File: src/hw/rtl/erol_pkg.sv
package erol_pkg;

  localparam logic FUNC_ADD  = 1'b0;
  localparam logic FUNC_FIND = 1'b1;

  localparam logic [1:0] STAT_ADDED = 2'd0;
  localparam logic [1:0] STAT_FOUND = 2'd1;
  localparam logic [1:0] STAT_MISS  = 2'd2;

  typedef struct packed {
    logic        func;
    logic [31:0] entry_handle;
    logic [15:0] entry_size;
    logic [19:0] byte_offset;
  } req_t;

  typedef struct packed {
    logic [1:0]  status;
    logic [31:0] found_handle;
    logic [15:0] found_size;
    logic [3:0]  found_slot;
    logic [15:0] byte_in_entry;
  } res_t;

  typedef enum logic [1:0] {
    ST_IDLE,
    ST_ADD,
    ST_PRIME,
    ST_WALK
  } state_t;

  // Commands from the controller to the datapath.
  typedef struct packed {
    logic load;
    logic walk_init;
    logic do_add;
    logic advance;
    logic accumulate;
    logic emit_add;
    logic emit_found;
    logic emit_miss;
  } ctl_cmd_t;

  // Status from the datapath back to the controller.
  typedef struct packed {
    logic cnt_zero;
    logic hit;
    logic last;
  } dp_stat_t;

endpackage

File: src/hw/rtl/erol_ram.sv
module erol_ram #(
  parameter int WIDTH = 48,
  parameter int DEPTH = 16
) (
  input  logic                     clk,
  input  logic                     we,
  input  logic [$clog2(DEPTH)-1:0] waddr,
  input  logic [WIDTH-1:0]         wdata,
  input  logic [$clog2(DEPTH)-1:0] raddr,
  output logic [WIDTH-1:0]         rdata
);

  logic [WIDTH-1:0] mem [DEPTH];

  always_ff @(posedge clk) begin
    if (we) begin
      mem[waddr] <= wdata;
    end
    rdata <= mem[raddr];
  end

endmodule

File: src/hw/rtl/erol_ctrl.sv
module erol_ctrl (
  input  logic              clk,
  input  logic              rst_n,
  input  logic              start,
  input  logic              func,
  input  erol_pkg::dp_stat_t stat,
  output erol_pkg::ctl_cmd_t cmd,
  output logic              busy
);

  import erol_pkg::*;

  state_t state_r, state_nxt;

  always_ff @(posedge clk) begin
    if (!rst_n) begin
      state_r <= ST_IDLE;
    end else begin
      state_r <= state_nxt;
    end
  end

  always_comb begin
    state_nxt = state_r;
    unique case (state_r)
      ST_IDLE: begin
        if (start) begin
          if (func == FUNC_ADD) begin
            state_nxt = ST_ADD;
          end else if (!stat.cnt_zero) begin
            state_nxt = ST_PRIME;
          end
        end
      end
      ST_ADD:   state_nxt = ST_IDLE;
      ST_PRIME: state_nxt = ST_WALK;
      ST_WALK: begin
        if (stat.hit || stat.last) begin
          state_nxt = ST_IDLE;
        end
      end
      default:  state_nxt = ST_IDLE;
    endcase
  end

  always_comb begin
    cmd  = '0;
    busy = (state_r != ST_IDLE);
    unique case (state_r)
      ST_IDLE: begin
        if (start) begin
          cmd.load = 1'b1;
          if (func == FUNC_FIND) begin
            // An empty ring answers at once without walking.
            cmd.walk_init = 1'b1;
            cmd.emit_miss = stat.cnt_zero;
          end
        end
      end
      ST_ADD: begin
        cmd.do_add   = 1'b1;
        cmd.emit_add = 1'b1;
      end
      ST_PRIME: begin
        cmd.advance = 1'b1;
      end
      ST_WALK: begin
        if (stat.hit) begin
          cmd.emit_found = 1'b1;
        end else if (stat.last) begin
          cmd.emit_miss = 1'b1;
        end else begin
          cmd.advance    = 1'b1;
          cmd.accumulate = 1'b1;
        end
      end
      default: cmd = '0;
    endcase
  end

endmodule

File: src/hw/rtl/erol_dp.sv
module erol_dp #(
  parameter int DEPTH = 16,
  parameter int SW    = 16
) (
  input  logic               clk,
  input  logic               rst_n,
  input  erol_pkg::req_t     req,
  input  erol_pkg::ctl_cmd_t cmd,
  output erol_pkg::dp_stat_t stat,
  output erol_pkg::res_t     res,
  output logic               strobe
);

  import erol_pkg::*;

  localparam int PW  = $clog2(DEPTH);
  localparam int AW  = SW + PW + 1;
  localparam int CW  = ((AW > 20) ? AW : 20) + 1;
  localparam int SLW = (PW > 4) ? PW : 4;

  function automatic logic [PW-1:0] ptr_inc(input logic [PW-1:0] p);
    ptr_inc = (p == PW'(DEPTH - 1)) ? '0 : p + PW'(1);
  endfunction

  logic [PW-1:0] wp_r, wp_nxt, rp_r, rp_nxt;
  logic          full_r, full_nxt;
  logic [PW-1:0] pos_r, pos_nxt, chk_r, chk_nxt;
  logic [PW:0]   left_r, left_nxt;
  logic [AW-1:0] acc_r, acc_nxt;
  logic [19:0]   off_r;
  logic [31:0]   hdl_r;
  logic [SW-1:0] sz_r;
  res_t          res_r, res_nxt;
  logic          strobe_r;

  logic [PW:0]      cnt;
  logic [PW:0]      diff;
  logic [31+SW:0]   rdata;
  logic [31:0]      rd_hdl;
  logic [SW-1:0]    rd_sz;
  logic [CW-1:0]    cmp_off, cmp_end, in_pos;
  logic [SLW-1:0]   slot_ext;
  logic [PW-1:0]    wp_inc;

  erol_ram #(
    .WIDTH (32 + SW),
    .DEPTH (DEPTH)
  ) u_ram (
    .clk   (clk),
    .we    (cmd.do_add),
    .waddr (wp_r),
    .wdata ({hdl_r, sz_r}),
    .raddr (pos_r),
    .rdata (rdata)
  );

  assign rd_hdl = rdata[31+SW:SW];
  assign rd_sz  = rdata[SW-1:0];

  always_comb begin
    diff = {1'b0, wp_r} - {1'b0, rp_r};
    if (full_r) begin
      cnt = (PW+1)'(DEPTH);
    end else if (wp_r < rp_r) begin
      cnt = diff + (PW+1)'(DEPTH);
    end else begin
      cnt = diff;
    end
  end

  assign cmp_off  = CW'(off_r);
  assign cmp_end  = CW'(acc_r) + CW'(rd_sz);
  assign in_pos   = cmp_off - CW'(acc_r);
  assign slot_ext = SLW'(chk_r);

  assign stat.cnt_zero = (cnt == '0);
  assign stat.hit      = (cmp_off < cmp_end);
  assign stat.last     = (left_r == (PW+1)'(1));

  assign wp_inc = ptr_inc(wp_r);

  always_comb begin
    wp_nxt   = wp_r;
    rp_nxt   = rp_r;
    full_nxt = full_r;
    if (cmd.do_add) begin
      wp_nxt = wp_inc;
      if (full_r) begin
        rp_nxt = ptr_inc(rp_r);
      end else if (wp_inc == rp_r) begin
        full_nxt = 1'b1;
      end
    end
  end

  // The read address runs one entry ahead of the entry being checked,
  // since the RAM registers its read data.
  always_comb begin
    pos_nxt  = pos_r;
    chk_nxt  = chk_r;
    left_nxt = left_r;
    acc_nxt  = acc_r;
    if (cmd.walk_init) begin
      pos_nxt  = rp_r;
      left_nxt = cnt;
      acc_nxt  = '0;
    end
    if (cmd.advance) begin
      pos_nxt = ptr_inc(pos_r);
      chk_nxt = pos_r;
    end
    if (cmd.accumulate) begin
      left_nxt = left_r - (PW+1)'(1);
      acc_nxt  = acc_r + AW'(rd_sz);
    end
  end

  always_comb begin
    res_nxt = res_r;
    if (cmd.emit_add) begin
      res_nxt        = '0;
      res_nxt.status = STAT_ADDED;
    end else if (cmd.emit_miss) begin
      res_nxt        = '0;
      res_nxt.status = STAT_MISS;
    end else if (cmd.emit_found) begin
      res_nxt.status        = STAT_FOUND;
      res_nxt.found_handle  = rd_hdl;
      res_nxt.found_size    = 16'(rd_sz);
      res_nxt.found_slot    = slot_ext[3:0];
      res_nxt.byte_in_entry = in_pos[15:0];
    end
  end

  always_ff @(posedge clk) begin
    if (!rst_n) begin
      wp_r     <= '0;
      rp_r     <= '0;
      full_r   <= 1'b0;
      strobe_r <= 1'b0;
    end else begin
      wp_r     <= wp_nxt;
      rp_r     <= rp_nxt;
      full_r   <= full_nxt;
      strobe_r <= cmd.emit_add | cmd.emit_miss | cmd.emit_found;
    end
  end

  always_ff @(posedge clk) begin
    pos_r  <= pos_nxt;
    chk_r  <= chk_nxt;
    left_r <= left_nxt;
    acc_r  <= acc_nxt;
    res_r  <= res_nxt;
    if (cmd.load) begin
      off_r <= req.byte_offset;
      hdl_r <= req.entry_handle;
      sz_r  <= req.entry_size[SW-1:0];
    end
  end

  assign res    = res_r;
  assign strobe = strobe_r;

endmodule

File: src/hw/rtl/entry_ring_offset_locator.sv
// Overwriting ring of DEPTH entries (handle and byte size) with a lookup
// that maps a byte offset in the concatenated entries to the entry holding it.
// A request is taken at a clock edge where start is high and busy is low;
// in_data carries the operation and its fields. Each request gives one
// result on out_res, marked by out_strobe for exactly one cycle; the
// receiver always takes it and cannot stall the block.
// An add writes the slot at the write pointer and drops the oldest entry
// when the ring is full; its result is registered from the ST_ADD state, and
// busy stays high in ST_ADD, so no next request is taken until the add is done.
// A find walks the stored entries oldest first, one per cycle through the
// slot RAM read port, from ST_PRIME into ST_WALK until a hit or the last
// stored entry, and the result register loads as the walk ends. A find on an
// empty ring skips the walk and answers in the cycle after acceptance. busy
// is low in the cycle the result is shown, so a new request may be taken then.
// Sizes are kept in the low min(SIZE_BITS, 16) bits.
// Reset empties the ring; slot contents stay as they were and are only
// read once written.
module entry_ring_offset_locator #(
  parameter int DEPTH     = 16,
  parameter int SIZE_BITS = 16
) (
  input  logic           clk,
  input  logic           rst_n,
  input  logic           start,
  output logic           busy,
  input  erol_pkg::req_t in_data,
  output logic           out_strobe,
  output erol_pkg::res_t out_res
);

  import erol_pkg::*;

  localparam int SW = (SIZE_BITS < 16) ? SIZE_BITS : 16;

  ctl_cmd_t cmd;
  dp_stat_t stat;

  erol_ctrl u_ctrl (
    .clk   (clk),
    .rst_n (rst_n),
    .start (start),
    .func  (in_data.func),
    .stat  (stat),
    .cmd   (cmd),
    .busy  (busy)
  );

  erol_dp #(
    .DEPTH (DEPTH),
    .SW    (SW)
  ) u_dp (
    .clk    (clk),
    .rst_n  (rst_n),
    .req    (in_data),
    .cmd    (cmd),
    .stat   (stat),
    .res    (out_res),
    .strobe (out_strobe)
  );

endmodule
File: config.mk
export PLATFORM = sky130hd
export DESIGN_NAME = entry_ring_offset_locator
export DESIGN_NICKNAME = d
export VERILOG_FILES = /design/src/hw/rtl/erol_pkg.sv /design/src/hw/rtl/erol_ram.sv /design/src/hw/rtl/erol_ctrl.sv /design/src/hw/rtl/erol_dp.sv /design/src/hw/rtl/entry_ring_offset_locator.sv
export SDC_FILE = /design/constraint.sdc
export NUM_CORES = 1
export LEC_CHECK = 0
export BUFFER_PORTS_ARGS = -buffer_cell sky130_fd_sc_hd__buf_2
export CAP_MARGIN = 5
export CORE_ASPECT_RATIO = 0.9
export CORE_UTILIZATION = 60
export CTS_CLUSTER_DIAMETER = 150
export CTS_CLUSTER_SIZE = 30
export DETAILED_ROUTE_END_ITERATION = 10
export PLACE_DENSITY = 0.78
export SETUP_SLACK_MARGIN = 0.4
export SKIP_CTS_REPAIR_TIMING = 1
export SYNTH_ARGS = -nofsm -noshare
export SYNTH_HDL_FRONTEND = slang
export SYNTH_HIERARCHICAL = 1
export SYNTH_SLANG_ARGS = --single-unit
File: constraint.sdc
create_clock -name clk -period 7.8 [get_ports clk]
set_input_delay 0.78 -clock clk [delete_from_list [all_inputs] [get_ports clk]]
set_output_delay 0.78 -clock clk [all_outputs]
set_load 0.01 [all_outputs]
# Yosys cells after proc, flatten, opt, wreduce, memory -nomap -nowiden
# Memories as Yosys holds them, arrays and structs flattened. A register that Yosys moved wholly into a read port is not among the register bits.
# Index checks and enable logic that the tools add are counted.
# word_totals
latchBits	0
regBits	184
output_inout_bits	72
input_bits	72
ram_bits	768
mem_bits_ro	0
n_memories	1
# classes
mul	0
addsub	9
reduce_logical	10
mux	37
div_mod_pow	0
n_eq_ne	11
n_bitwise	2
shift	0
magnitude_cmp	2
# mem_list
memory	depth	width	rd	rd_clocked_by_memory_dff	write_ports	line_no	source
u_dp.u_ram.mem	16	48	1	1	1	erol_ram.sv:13	logic [WIDTH-1:0] mem [DEPTH];
# op_table
operator	count
70-bit two-way mux	2
21-bit two-way mux	2
21-bit by 16-bit adder with 22-bit output	1
20-bit by 22-bit less-than comparator with 1-bit output	1
21-bit by 16-bit adder with 21-bit output	1
4-bit two-way mux	5
5-bit two-way mux	4
2-bit two-way mux	8
16-bit subtractor	1
1-bit two-way mux	13
4-bit by 1-bit adder with 4-bit output, second input constant	3
4-bit equality test, second input constant	3
2-bit case mux with 4 select lines	1
2-bit nonzero test	4
5-bit adder, second input constant	1
5-bit by 1-bit equality test with 1-bit output, second input constant	1
5-bit logical NOT	1
4-bit by 4-bit subtractor with 5-bit output	1
5-bit by 1-bit subtractor with 5-bit output, second input constant	1
2-bit equality test, second input constant	2
4-bit equality test	1
4-bit less-than comparator	1
1-bit case mux with 2 select lines	2
3-bit inequality test, second input constant	1
other kinds (9)	10

# Longest topological paths before layout
# Gate-level depths: netlist of run 1.
# depth
depth_word	10
depth_mapped	23
depth_no_buf	22

# Hierarchy
# The synthesis of run 1 kept the hierarchy.
# by_module_without_submodules
module	cells_each	area_each_um2	instances
erol_ram	1242	29691.0	1
erol_dp	738	8463.1	1
erol_ctrl	30	261.5	1

# Worst setup path before layout of run 1
# No wires, ideal clock.
# synth_path
kind	flip-flop to flip-flop
start	reg u_ctrl.state_r[1]
end	mem u_dp.u_ram.mem[0][0], enable pin
arrival_time_ns	4.489
path_buffers	1
path_slack_ns	2.798
stages_incl_launch_ff	6
path_cell_list	dfxtp_1 inv_1 ha_1 buf_4 or3b_2 nor3_1
# synth_lines
item	line_no	source
start, declared	erol_ctrl.sv:13	state_t state_r, state_nxt;
start signal, assigned	erol_ctrl.sv:19	state_r <= state_nxt;
end, declared	erol_ram.sv:13	

==> results of run 1 <==
cell type report:
class / instances / area (um^2)
sequential: 1000 / 28700
fill: 4066 / 21700
multi-input combinational: 885 / 9280
clock buffer: 66 / 1080
tap: 845 / 1060
timing repair buffer: 171 / 951
inverter: 37 / 139
clock inverter: 3 / 52.6
antenna: 1 / 2.50
layout by cell type, fill, tap and decap left out, types with 8 or more instances in the layout:
master     instances
a21o_1            18
a21oi_1           30
a22oi_1           96
buf_2            143
buf_4             26
clkbuf_1          27
clkbuf_16         39
dfxtp_1          130
edfxtp_1         870
ha_1              64
inv_1             37
mux2i_1           60
mux4_2           192
nand2_1           82
nand3_1           14
nor2_1           103
nor2_4            13
nor2b_1           10
nor3_1             8
o21a_1            10
o21ai_0           31
xnor2_1           21
xor2_1            22
state kept, by name, summed over array words and instances, names as in the netlist:
signal            flops
u_dp/u_ram/mem      768
u_dp/res             70
u_dp/u_ram/rdata     48
u_dp/hdl_r           32
u_dp/acc_r           21
u_dp/off_r           20
u_dp/sz_r            16
u_dp/left_r           5
u_dp/chk_r            4
u_dp/pos_r            4
u_dp/rp_r             4
u_dp/wp_r             4
u_ctrl/state_r        2
u_dp/full_r           1
u_dp/strobe           1
per-layer routing:
| layer | routed length, um | part of all wire [%] | vias up |
|---|---|---|---|
| met5 | 23 | 0.029 | - |
| met4 | 1530 | 1.9 | 4 |
| met3 | 6690 | 8.4 | 108 |
| met2 | 38700 | 49 | 853 |
| met1 | 32300 | 41 | 9935 |
| li1 | - | - | 8239 |
cells by family after synthesis:
| group | count (synthesis) |
|---|---|
| adders and majority gates | 67 |
| xor gates and xnor gates | 43 |
| AOI/OAI and AO/OA | 234 |
| muxes | 253 |
| and+or+nand+nor | 288 |
| buffers and inverters | 125 |
| DFF | 1000 |
power by group through the flow:
stage                     registers [mW]  clock network [mW]  logic, mW
after global placement              7.01                   0       3.24
after floorplan                     6.93                   0       2.44
after detailed placement            7.05                   0       3.33
after CTS                           6.93                2.53       3.34
final                               6.93                2.48       3.32
after global routing                6.99                2.70       3.62
synthesized netlist by cell type, types with 5 or more instances:
master / instances
a211oi_1: 6
a21o_1: 18
a21oi_1: 30
a22oi_1: 96
a31oi_1: 7
and2_1: 8
buf_1: 21
buf_2: 9
buf_4: 19
clkbuf_1: 39
dfxtp_1: 130
edfxtp_1: 870
ha_1: 64
inv_1: 37
mux2i_1: 60
mux4_2: 192
nand2_1: 82
nand2b_1: 7
nand3_1: 14
nor2_1: 116
nor2b_1: 12
nor3_1: 12
o21a_1: 10
o21ai_0: 31
or3_1: 5
xnor2_1: 21
xor2_1: 22
worst max-delay path, delay by kind of cell (launching register included):
family	cells	cell delay (ns)
fa+ha+maj	2	0.63
xor+xnor	1	0.23
buf+inv	1	0.68
flops	1	0.46
simple gates	6	1.32
mux	1	0.31
compound gates	7	1.54
how the worst max path moves through the flow:
stage / end / cells past startpoint
floorplan: u_dp/u_ram/mem[0][0] / 5
global placement: u_dp/res[44] / 19
detailed placement: u_dp/res[37] / 19
CTS: u_dp/res[42] / 19
global route: u_dp/res[37] / 19
finish: u_dp/res[37] / 18
==> flow_metrics.tcl, run 1 <==
set metrics [dict create \
    status "complete, no violations" \
    met3_usage_pct 3.68 \
    p_comb_share_pct 26.1 \
    p_int_mw 8.93 \
    drive_gt1_share_pct 20.6 \
    worstHoldStart "in_data[60]" \
    first_global_vias 19100 \
    synth_compound_area_share_pct 4.29 \
    final_cell_area_um2 41300 \
    yosysSeqAreaShare_pct 74.8 \
    firstDrtPassIters 5 \
    crit_chain "ha_1, a211oi_1, nor4_1, nor2_1, nand2_1, a31oi_1, xor2_1, ha_1, a21o_1, a21o_1, a21oi_1, nor2_1, a211oi_1, a21o_1, and2_4, buf_4, mux2i_1, nor2_1" \
    cts_root_buf "clkbuf_16" \
    critPathKind "reg -> reg" \
    dp_cells 2938 \
    r2r-end "u_dp/res[37]" \
    start_kind "register" \
    clock_power_share_pct 19.5 \
    drtIter0Drc 1944 \
    antenna_found_initial 4 \
    dieArea_um2 65000 \
    fmaxAchievable_ghz 0.187 \
    utilization_pct 65.5 \
    avgRoutedWirePerCell_um 26.4 \
    slowest_delay_ns 0.68 \
    use_met2_pct 39.6 \
    drt-vias-per-instance 6.36 \
    routabilityCongestion 0.854 \
    num_vias 19100 \
    finalSetupViolations 0 \
    tightest_slew_ns 1.05 \
    clock_latency_ns 0.62 \
    max_cap_violations 0 \
    hold_end "u_dp/hdl_r[24]" \
    startpoint "u_dp/acc_r[1]" \
    synthSimpleGateAreaFrac_pct 3.42 \
    crit_slowest_cell "buf_4" \
    setup_slack_ns 2.46 \
    coreArea_um2 63000 \
    h-tree-depth 2 \
    relSlewSlack_pct 29.8 \
    synth.area.top_cells "edfxtp_1 68%, mux4_2 11%, dfxtp_1 6.8%, ha_1 2.1%, a22oi_1 1.9%" \
    hold_path_depth 1 \
    cts-buffers-inserted 39 \
    final_nets 2273 \
    synth_mux_area_share_pct 12.8 \
    boundaryPins 144 \
    slew_violations 0 \
    synth_edf_count 870 \
    grt_max_degree 139 \
    synth_top_family_by_area "multiplexers" \
    required_ns 8.27 \
    period_minus_slack_ns 5.34 \
    die_x_um 269 \
    hp-class "in -> reg" \
    dp_hpwl_um 40300 \
    whs_ns 0.321 \
    num_rows 87 \
    finalNonFillerCells 3008 \
    r2r_slack_ns 2.46 \
    drt-total-wl_um 79300 \
    synthXorXnorAreaFrac_pct 0.980 \
    port_buffers 143 \
    syn_inst 2010 \
    place_area_um2 40200 \
    clockBufferDepth 3 \
    swShare_pct 29.9 \
    drcViolationCount 0 \
    cp-end-kind "register" \
    gr-total-overflow 0 \
    synth.top_cell.area_share_pct 68.0 \
    hold_viol 0 \
    p_leak_nw 13.6 \
    pre_cts_ws_ns 2.48 \
    start_util_pct 61.0 \
    die_height_um 242 \
    p_total_mw 12.7 \
    fin_crit_sh_pct 68.4 \
    powerDensity_nw_per_um2 308 \
    ant_nets 0 \
    arrival_ns 5.81 \
    area_growth_pct 7.46 \
    switchingPower_mw 3.80 \
    yosysTopAreaCell "edfxtp_1" \
    reg2reg_depth 18 \
    syn_area_per_cell_um2 19.1 \
    grt_pass1_wl_um 118000 \
    crit_path_max_fanout 40 \
    syn_nets 2149 \
    path_clk_slew_ns 0.11 \
    tns_ns 0 \
    grtUsageTotal_pct 24.7 \
    rr_startpoint "u_dp/acc_r[1]" \
    ys_types 66 \
    netlist_area_um2 38400 \
    rsz0062_at_grt "no" \
    seqPwrFrac_pct 54.4 \
    irDropWorstVdd_uv 280 \
    fin_skew_ns 0.0291 \
    clock_sinks 1000 \
    grt.busiest_layer "met2" \
    synthAdderAreaFrac_pct 2.24 \
    cts_tree "yes" \
    met1_usage_pct 36.5 \
    synth_flop_cell "edfxtp_1" \
    synth_warnings 6 \
    async_flop_share_pct 0 \
    synth-seq-cells 1000 \
]
Power figures use the tool's default switching activity.
==> inputs of run 2 (changes only) <==
--- a/config.mk
+++ b/config.mk
@@ -5,14 +5,15 @@
 export SDC_FILE = /design/constraint.sdc
 export NUM_CORES = 1
 export LEC_CHECK = 0
+export ABC_AREA = 1
 export BUFFER_PORTS_ARGS = -buffer_cell sky130_fd_sc_hd__buf_2
 export CAP_MARGIN = 5
 export CORE_ASPECT_RATIO = 0.9
-export CORE_UTILIZATION = 60
+export CORE_UTILIZATION = 56
 export CTS_CLUSTER_DIAMETER = 150
 export CTS_CLUSTER_SIZE = 30
 export DETAILED_ROUTE_END_ITERATION = 10
-export PLACE_DENSITY = 0.78
+export PLACE_DENSITY = 0.76
 export SETUP_SLACK_MARGIN = 0.4
 export SKIP_CTS_REPAIR_TIMING = 1
 export SYNTH_ARGS = -nofsm -noshare
==> constraint.sdc (replaced) <==
create_clock -name clk -period 4.4 [get_ports clk]
set_input_delay 0.44 -clock clk [delete_from_list [all_inputs] [get_ports clk]]
set_output_delay 0.44 -clock clk [all_outputs]
set_load 0.01 [all_outputs]
==> flow_metrics.tcl, run 2 <==
set metrics [dict create \
    synth_compound_area_share_pct 2.21 \
    dp_hpwl_um 55400 \
    yosysSeqAreaShare_pct 66.9 \
    p_leak_nw 19.8 \
    clock_sinks 1000 \
    largest_register_ff_count 768 \
    final_common_cell "nand2_1" \
    clockBufferDepth 3 \
    p_total_mw 26.0 \
    antenna_found_initial 0 \
    slowest_delay_ns 0.42 \
    finalSetupViolations 0 \
    dieArea_um2 77800 \
    port_buffers 143 \
    firstDrtPassIters 6 \
    clock_latency_ns 0.62 \
    drtIter0Drc 3126 \
    synthAdderAreaFrac_pct 2.00 \
    first_global_vias 26600 \
    tightest_slew_ns 1.09 \
    fin_crit_sh_pct 88.1 \
    critPathBufInv 5 \
    max_cap_violations 0 \
    critical-path-top-delay-family "simple AND/OR/NAND/NOR gates" \
    syn_inst 4147 \
    synthXorXnorAreaFrac_pct 0.568 \
    num_vias 28900 \
    irDropWorstVdd_uv 602 \
    area_growth_pct 8.86 \
    drcViolationCount 0 \
    relSlewSlack_pct 27.6 \
    synth.top_cell.area_share_pct 60.8 \
    synth_warnings 6 \
    drt-total-wl_um 104000 \
    crit_top_cell "nand2_1" \
    synth.area.top_cells "edfxtp_1 61%, nand2_1 11%, nand3_1 7.2%, dfxtp_1 6.1%, inv_1 5.9%" \
    coreArea_um2 75200 \
    final_nets 4409 \
    synth_flop_cell "edfxtp_1" \
    grt_pass1_wl_um 153000 \
    cp-end-kind "register" \
    crit_slowest_cell "fa_2" \
    setup_slack_ns 0.524 \
    period_minus_slack_ns 3.88 \
    ant_nets 0 \
    fmaxAchievable_ghz 0.258 \
    synth_mux_area_share_pct 0 \
    slew_violations 0 \
    fin_skew_ns 0.0276 \
    cts_tree "yes" \
    synthSimpleGateAreaFrac_pct 19.8 \
    mostFrequentLayoutCells "1,254 x nand2_1, 870 x edfxtp_1, 669 x inv_1, 617 x nand3_1, 143 x buf_2" \
    start_util_pct 57.1 \
    cts_root_buf "clkbuf_16" \
    crit_path_max_fanout 8 \
    synth_top_family_by_area "simple AND/OR/NAND/NOR gates" \
    arrival_ns 4.43 \
    critPathKind "reg -> reg" \
    ys_types 47 \
    routabilityCongestion 0.903 \
    synthTopCellsByCount "1,259 x nand2_1, 870 x edfxtp_1, 676 x inv_1" \
    hp-class "in -> reg" \
    grtUsageTotal_pct 26.0 \
    avgRoutedWirePerCell_um 19.5 \
    required_ns 4.95 \
    powerDensity_nw_per_um2 557 \
    utilization_pct 62.2 \
    cts-buffers-inserted 39 \
    grt_max_degree 207 \
    path_clk_slew_ns 0.11 \
    final_cell_area_um2 46800 \
    status "complete, no violations" \
    pre_cts_ws_ns 0.205 \
    hold_viol 0 \
    place_area_um2 44600 \
    synth_edf_count 870 \
    gr-total-overflow 0 \
    rsz0062_at_grt "yes" \
    syn_nets 4286 \
    die_height_um 265 \
    boundaryPins 144 \
    h-tree-depth 2 \
    die_x_um 294 \
    num_rows 95 \
    drive_gt1_share_pct 7.93 \
    yosysTopAreaCell "edfxtp_1" \
    syn_area_per_cell_um2 10.4 \
    synth-seq-cells 1000 \
    async_flop_share_pct 0 \
    netlist_area_um2 43000 \
    drt-vias-per-instance 5.44 \
    tns_ns 0 \
    synth.most_common_cell "nand2_1" \
    start_kind "register" \
    regMostFlops "u_dp/u_ram/mem" \
]
## run 2: area by class of cell
type,count,area [um^2]
tap,1018,1270
clock inverter,2,40.0
multi-input combinational,2284,10900
inverter,682,2590
antenna,1,2.50
clock buffer,69,1130
timing repair buffer,263,2050
fill,5805,28500
sequential,1000,28700
## run 2: layer usage
layer  track usage, %  vias to the layer above  wire length, um
li1                 -                    13700                -
met1             35.4                    13700            41400
met2             43.8                     1385            49800
met3             3.12                      212             9260
met4             8.16                        0             3250
met5                0                        -                0
## run 2: per-stage QoR
step | std cells | hold WS (ns)
2_1_floorplan | 4147 | 0.422
3_3_place_gp | 5175 | 0.425
3_5_place_dp | 5175 | 0.439
4_1_cts | 5246 | -0.0433
5_1_grt | 5318 | 0.00112
6_report | 5319 | 0.0128
## run 2: where the power goes
| part | switching (mW) | total (mW) | internal [mW] |
|---|---|---|---|
| sequential | 0.907 | 12.6 | 11.7 |
| combinational | 5.96 | 8.87 | 2.91 |
| clock | 2.75 | 4.56 | 1.81 |
## run 2: worst paths after layout
check,depth (start not counted),slack [ns],from,end
worst max-delay path,25,0.52,u_dp/acc_r[0],u_dp/res[6]
worst min-delay path,1,0.01,in_data[51],u_dp/hdl_r[15]
worst max register to register,25,0.52,u_dp/acc_r[0],u_dp/res[6]
worst min register to register,2,0.45,u_dp/u_ram/rdata[31],u_dp/res[51]
## run 2: kinds of logic after synthesis
group / count (synthesis)
xor gates and xnor gates: 27
AOI/OAI and AO/OA: 175
and+or+nand+nor: 2015
buffers and inverters: 863
adders and majority gates: 67
DFF: 1000
